<file path="config.mk">
export PLATFORM = sky130hd
export DESIGN_NAME = binary_erode_dilate_core
export DESIGN_NICKNAME = d
export VERILOG_FILES = /design/src/rtl/bed_pkg.sv /design/src/rtl/bed_image_mem.sv /design/src/rtl/binary_erode_dilate_core.sv
export SDC_FILE = /design/constraint.sdc
export NUM_CORES = 1
export LEC_CHECK = 0
export BUFFER_PORTS_ARGS = -buffer_cell sky130_fd_sc_hd__buf_2
export CORE_UTILIZATION = 56
export CTS_CLUSTER_DIAMETER = 50
export DETAILED_ROUTE_END_ITERATION = 12
export PLACE_DENSITY = 0.78
export SLEW_MARGIN = 20
export SYNTH_ARGS = -nofsm -noshare
export SYNTH_HDL_FRONTEND = slang
export SYNTH_SLANG_ARGS = --single-unit
export TNS_END_PERCENT = 50
</file>
<file path="constraint.sdc">
create_clock -name clk -period 3 [get_ports clk]
set_input_delay 0 -clock clk [delete_from_list [all_inputs] [get_ports clk]]
set_output_delay 0 -clock clk [all_outputs]
set_load 0.03 [all_outputs]
</file>
<file path="src/rtl/bed_pkg.sv">
// Shared constants, types and the window evaluation for the binary erode/dilate core.
package bed_pkg;

    localparam int WIDTH  = 16;
    localparam int HEIGHT = 16;

    localparam int ROW_W  = 4;
    localparam int COL_W  = 4;
    localparam int BITS_W = 16;
    localparam int ADDR_W = $clog2(HEIGHT);
    localparam int MASK_W = 9;
    localparam int CFG_W  = MASK_W;
    localparam int IDX_W  = 1;

    localparam logic [ROW_W-1:0]  ROW_LAST      = ROW_W'(HEIGHT - 1);
    localparam logic [COL_W-1:0]  COL_LAST      = COL_W'(WIDTH - 1);
    localparam logic [MASK_W-1:0] SE_MASK_RESET = MASK_W'(56);

    localparam logic [IDX_W-1:0] CFG_OP_MODE = 1'b0;
    localparam logic [IDX_W-1:0] CFG_SE_MASK = 1'b1;

    localparam logic FUNC_LOAD  = 1'b0;
    localparam logic FUNC_QUERY = 1'b1;

    localparam logic MODE_ERODE  = 1'b0;
    localparam logic MODE_DILATE = 1'b1;

    typedef enum logic [2:0] {
        ST_IDLE = 3'b001,
        ST_READ = 3'b010,
        ST_DONE = 3'b100
    } state_t;

    typedef struct packed {
        logic              we;
        logic [ADDR_W-1:0] addr;
        logic [WIDTH-1:0]  wdata;
    } mem_req_t;

    // Bit k of win is the pixel at offset ((k / 3) - 1, (k % 3) - 1) from the centre.
    function automatic logic morph_eval(input logic [8:0] win, input logic mode,
                                        input logic [MASK_W-1:0] mask);
        logic [8:0] refl;
        logic       res;
        for (int k = 0; k < 9; k++) begin
            refl[k] = win[8 - k];
        end
        if (mode == MODE_DILATE) begin
            res = |(refl & mask);
        end
        else begin
            res = &(win | ~mask);
        end
        return res;
    endfunction

endpackage

</file>
<file path="src/rtl/bed_image_mem.sv">
// Single-port image row memory with registered read and per-row valid bits.
module bed_image_mem
    import bed_pkg::*;
(
    input  logic             clk,
    input  logic             rst_n,
    input  mem_req_t         req,
    output logic [WIDTH-1:0] rd_data
);

    logic [WIDTH-1:0]  mem_array [HEIGHT];
    logic [HEIGHT-1:0] valid_reg;
    logic [WIDTH-1:0]  rd_data_reg;
    logic              rd_valid_reg;

    always_ff @(posedge clk)
    begin
        if (req.we)
        begin
            mem_array[req.addr] <= req.wdata;
        end
        rd_data_reg <= mem_array[req.addr];
    end

    // A row never written since reset reads as zero.
    always_ff @(posedge clk or negedge rst_n)
    begin
        if (!rst_n)
        begin
            valid_reg    <= '0;
            rd_valid_reg <= 1'b0;
        end
        else
        begin
            if (req.we)
            begin
                valid_reg[req.addr] <= 1'b1;
            end
            rd_valid_reg <= valid_reg[req.addr];
        end
    end

    assign rd_data = rd_valid_reg ? rd_data_reg : '0;

endmodule

</file>
<file path="src/rtl/binary_erode_dilate_core.sv">
// Top level of the binary 3x3 erosion/dilation core.
// Rows are loaded one word per transaction; input is ready again at once. A query closes
// the input until its result is registered. On an interior position the single-port image
// memory returns the rows above, at and below the queried row one per cycle, and the result
// is registered as the third row arrives. A query on a border row or column gives 0. A
// finished result waits in the output register; the core holds its last query step only
// while that register is still occupied. The image is zero after reset without any clearing
// pass.
module binary_erode_dilate_core
    import bed_pkg::*;
(
    input  logic              clk,
    input  logic              rst_n,
    input  logic              s_tvalid,
    output logic              s_tready,
    input  logic [23:0]       s_tdata,   // row[3:0], col[7:4], row_bits[23:8]
    input  logic              s_tuser,   // func[0]
    output logic              m_tvalid,
    input  logic              m_tready,
    output logic [7:0]        m_tdata,   // pixel_out[0], zero above
    input  logic              cfg_we,
    input  logic [IDX_W-1:0]  cfg_index,
    input  logic [CFG_W-1:0]  cfg_wdata
);

    state_t            state_reg, state_next;
    logic [1:0]        cnt_reg, cnt_next;
    logic [ADDR_W-1:0] base_reg, base_next;
    logic [COL_W-1:0]  colm1_reg, colm1_next;
    logic              border_reg, border_next;
    logic [2:0]        win0_reg, win0_next;
    logic [2:0]        win1_reg, win1_next;
    logic [2:0]        win2_reg, win2_next;
    logic              m_valid_reg, m_valid_next;
    logic              pixel_reg, pixel_next;
    logic              op_mode_reg;
    logic [MASK_W-1:0] se_mask_reg;

    logic [ROW_W-1:0]  in_row;
    logic [COL_W-1:0]  in_col;
    logic [BITS_W-1:0] in_bits;
    logic              in_accept;
    logic              out_free;
    logic              is_border;
    logic [WIDTH-1:0]  rd_data;
    logic [WIDTH-1:0]  rd_shift;
    logic [2:0]        rd_win;
    logic              res_now;
    logic              res_done;
    mem_req_t          mem_req;

    assign in_row  = s_tdata[3:0];
    assign in_col  = s_tdata[7:4];
    assign in_bits = s_tdata[23:8];

    assign s_tready  = (state_reg == ST_IDLE);
    assign in_accept = s_tvalid && s_tready;
    assign out_free  = !m_valid_reg || m_tready;

    assign is_border = (in_row == '0) || (in_col == '0) ||
                       (in_row >= ROW_LAST) || (in_col >= COL_LAST);

    assign rd_shift = rd_data >> colm1_reg;
    assign rd_win   = rd_shift[2:0];
    assign res_now  = morph_eval({rd_win, win1_reg, win0_reg}, op_mode_reg, se_mask_reg);
    assign res_done = border_reg ? 1'b0
                    : morph_eval({win2_reg, win1_reg, win0_reg}, op_mode_reg, se_mask_reg);

    bed_image_mem u_mem (
        .clk     (clk),
        .rst_n   (rst_n),
        .req     (mem_req),
        .rd_data (rd_data)
    );

    always_comb
    begin
        state_next   = state_reg;
        cnt_next     = cnt_reg;
        base_next    = base_reg;
        colm1_next   = colm1_reg;
        border_next  = border_reg;
        win0_next    = win0_reg;
        win1_next    = win1_reg;
        win2_next    = win2_reg;
        m_valid_next = m_valid_reg && !m_tready;
        pixel_next   = pixel_reg;

        mem_req.we    = 1'b0;
        mem_req.addr  = ADDR_W'(in_row - 1'b1);
        mem_req.wdata = WIDTH'(in_bits);

        unique case (state_reg)
            ST_IDLE:
            begin
                if (in_accept)
                begin
                    if (s_tuser == FUNC_LOAD)
                    begin
                        mem_req.we   = 1'b1;
                        mem_req.addr = ADDR_W'(in_row);
                    end
                    else
                    begin
                        base_next   = ADDR_W'(in_row - 1'b1);
                        colm1_next  = in_col - 1'b1;
                        cnt_next    = 2'd0;
                        border_next = is_border;
                        state_next  = is_border ? ST_DONE : ST_READ;
                    end
                end
            end
            ST_READ:
            begin
                // Next row of the window is requested while this one returns.
                mem_req.addr = base_reg + ADDR_W'(cnt_reg) + ADDR_W'(1);
                cnt_next     = cnt_reg + 2'd1;
                unique case (cnt_reg)
                    2'd0:    win0_next = rd_win;
                    2'd1:    win1_next = rd_win;
                    default: win2_next = rd_win;
                endcase
                if (cnt_reg == 2'd2)
                begin
                    if (out_free)
                    begin
                        m_valid_next = 1'b1;
                        pixel_next   = res_now;
                        state_next   = ST_IDLE;
                    end
                    else
                    begin
                        state_next = ST_DONE;
                    end
                end
            end
            ST_DONE:
            begin
                if (out_free)
                begin
                    m_valid_next = 1'b1;
                    pixel_next   = res_done;
                    state_next   = ST_IDLE;
                end
            end
            default:
            begin
                state_next = ST_IDLE;
            end
        endcase
    end

    always_ff @(posedge clk or negedge rst_n)
    begin
        if (!rst_n)
        begin
            state_reg   <= ST_IDLE;
            cnt_reg     <= 2'd0;
            m_valid_reg <= 1'b0;
            op_mode_reg <= MODE_ERODE;
            se_mask_reg <= SE_MASK_RESET;
        end
        else
        begin
            state_reg   <= state_next;
            cnt_reg     <= cnt_next;
            m_valid_reg <= m_valid_next;
            if (cfg_we)
            begin
                unique case (cfg_index)
                    CFG_OP_MODE: op_mode_reg <= cfg_wdata[0];
                    CFG_SE_MASK: se_mask_reg <= cfg_wdata[MASK_W-1:0];
                    default:     ;
                endcase
            end
        end
    end

    always_ff @(posedge clk)
    begin
        base_reg   <= base_next;
        colm1_reg  <= colm1_next;
        border_reg <= border_next;
        win0_reg   <= win0_next;
        win1_reg   <= win1_next;
        win2_reg   <= win2_next;
        pixel_reg  <= pixel_next;
    end

    assign m_tvalid = m_valid_reg;
    assign m_tdata  = {7'b0, pixel_reg};

endmodule

</file>
==> summary.txt <==
Clock tree
  – CTS tree: yes
  – Max clock buf depth: 3
  – # H-tree levels: 2
  – Root Driver: clkbuf_16
  – Clk pin slew, worst setup/hold paths: 0.06 ns
  – Worst skew pair latency: 0.51 ns
  – Post-CTS setup buffers: 0
  – Clock Sinks: 324
  – Total CTS buffers: 35

Route
  – Iteration-0 DRC count of the detailed router: 850
  – DRT Wirelength: 30.6 mm
  – Final ANT Viol Nets: 0
  – DRC: 0
  – Avg Vias per Cell: 5.87
  – Via count: 8618
  – Drt wl/cell: 20.8 um
  – DR pass1 iterations: 5

Worst setup path
  – CP endpoint kind: flip-flop
  – Required @ worst endpoint: 3.18 ns
  – Crit path launch type: flip-flop
  – Critical path arrival: 2.97 ns
  – CP Class: reg -> reg
  – Critical path peak fanout: 17

Timing
  – Crit share post-route: 93.0%
  – Setup TNS: 0 ns
  – Setup Skew: 0.0158 ns
  – Worst hold margin: 0.0677 ns
  – Slew Viols, Final: 0
  – Minimum clock period: 2.79 ns
  – Final hold viol count: 0
  – Worst slew pin tran: 0.915 ns
  – F_max: 359 MHz
  – Final setup fails: 0
  – RSZ-0062 raised after global routing: no
  – Relative slew slack: 39.0%

Synth
  – Post-synth cell types: 74
  – Post-synth EDFFs: 275
  – Ys flop type: edfxtp_1
  – Syn. warnings: 0
  – Syn Std Cell Area: 13400 um^2
  – Avg Inst Size Synth: 13.3 um^2
  – Flops & latches, synth: 324
  – Seq/Total Area, Yosys: 70.0%
  – Cells after synthesis: 1014
  – Ys async rst share: 10.2%

Die
  – Core ar.: 23500 um^2
  – Row count: 56
  – Num ports: 50
  – Initial Util: 57.2%
  – Die height: 157 um
  – Die Wd: 157 um
  – DIE AREA: 24600 um^2

Final layout
  – Layout fillers: 1673
  – Layout Nets: 1174
  – Layout cell share with drive strength beyond 1: 18.0%
  – Area growth syn-to-layout: 17.1%
  – Max FFs per register: 256
  – ANT cells: 0

GRT
  – First-pass GRT wire length: 47.7 mm
  – Antenna violations before repair: 0
  – Vias in the first global route: 8773
  – Global route overflow: 0
  – GRT Util Overall: 26.0%
  – Largest net degree at the start of global routing: 68

Status
  – Status: complete, no violations

Place
  – HPWL Detailed: 19.2 mm
  – Port buffer count: 42
  – Routability Congestion: 0.935

Job
  – Max Cap Viol: 0

Power and ir drop
  – P_leak: 5.69 nW
  – Power Density: 694 nW/um^2
  – VDD IR max: 0.555 mV

Worst hold path
  – HP Class: in -> reg
[final timing paths]
path / startpoint / slack, ns / end / depth (start not counted)
min in group asynchronous: rst_n / 0.16 / u_mem.valid_reg[11] / 2
worst min register to register: u_mem.valid_reg[3] / 0.46 / u_mem.valid_reg[3] / 1
worst min-delay path: s_tvalid / 0.07 / cnt_reg[1] / 4
max in group asynchronous: rst_n / 2.26 / u_mem.valid_reg[0] / 2
worst max register to register: cnt_reg[0] / 0.21 / u_mem.mem_array[4][2] / 8
worst max-delay path: cnt_reg[0] / 0.21 / u_mem.mem_array[4][2] / 8
[per-stage QoR]
stage / cell area [um^2] / cells / total power, mW / utilization (%) / setup WS [ns]
after floorplan: 13500 / 1020 / 6.35 / - / 0.131
after global placement: 14200 / 1366 / 6.86 / 60.7 / 0.321
after detailed placement: 14200 / 1366 / 6.90 / 60.7 / 0.296
after CTS: 15700 / 1468 / 11.0 / 67.0 / 0.220
after global routing: 15700 / 1468 / 11.3 / 67.0 / 0.0921
final: 15700 / 1468 / 10.9 / 67.0 / 0.211
[metal layers]
metal	vias to the layer above	wire length, um	GRT usage (%)
li1	3928	-	-
met1	4211	11900	32.5
met2	385	15300	44.6
met3	94	2260	4.87
met4	0	1090	11.1
met5	-	0	0
[layout make-up]
cell class	instances	area, um^2	share of cell area, %
Timing Repair Buffer	123	1030	6.56
Multi-Input combinational cell	615	3710	23.6
Inverter	25	93.8	0.597
Tap cell	319	399	2.54
Clock inverter	15	91.3	0.581
Sequential cell	324	9410	59.8
Clock buffer	47	993	6.32
[synthesized netlist by cell type (all sizes together) (2+ instances only)]
cell	instances	area [um^2]
a21oi	13	87.6
a221oi	2	17.5
a222oi	2	20.0
a22oi	3	22.5
a2bb2oi	2	41.3
a31oi	3	25.0
a32oi	21	184
and2	4	25.0
and3	4	25.0
buf	45	267
clkbuf	11	45.1
dfrtp	29	726
dfstp	4	105
dfxtp	16	320
edfxtp	275	8260
ha	9	113
inv	25	93.8
mux2	15	169
mux2i	24	240
mux4	8	180
nand2	239	900
nand2b	5	33.8
nand3	111	578
nand4	34	219
nor2	23	86.3
nor2b	10	62.6
nor3	6	46.3
nor3b	3	27.5
o211ai	2	15.0
o21ai	20	100
o22a	2	18.8
o22ai	3	32.5
o2bb2ai	2	23.8
or2	17	106
xnor2	2	17.5
xor2	3	26.3
[what timing repair did]
action | 4_1_cts | 5_1_grt
hold buffers | 40 | 0
endpoints found under the hold margin | 306 | 0
resized for setup | 0 | 0
[worst max-delay path, stage by stage, from the launching register on]
cell	delay, ns
dfrtp_1	0.41
inv_1	0.11
ha_1	0.23
fa_1	0.51
a2bb2oi_2	0.21
o22a_2	0.26
nand3_1	0.24
nor2_2	0.19
buf_4	0.31
[cells in the final DEF (no fill, tap or decap), drive strengths merged, types with 15 or more instances in the layout]
cell	instances
dlygate4sd3	40
nand4	34
a32oi	21
edfxtp	275
nand3	111
o21ai	20
nand2	239
mux2	15
nor2	23
dfrtp	29
clkbuf	47
buf	83
mux2i	24
dfxtp	16
or2	17
inv	28
[power by group]
part | switching, mW | internal, mW
sequential | 0.206 | 5.16
clock | 1.70 | 2.34
combinational | 0.903 | 0.606
total | 2.81 | 8.11
[cells by family (layout without fill, tap and decap cells)]
group	after synthesis	in the layout	synth area share (%)
simple gates	464	464	16.4
flops	324	324	70.0
xor+xnor	5	5	0.326
fa+ha+maj	10	10	0.987
compound gates	82	82	4.88
mux	47	47	4.39
other cells	1	7	0.0279
buf+inv	81	210	3.02
No activity file was read; power rests on OpenSTA's default activity.
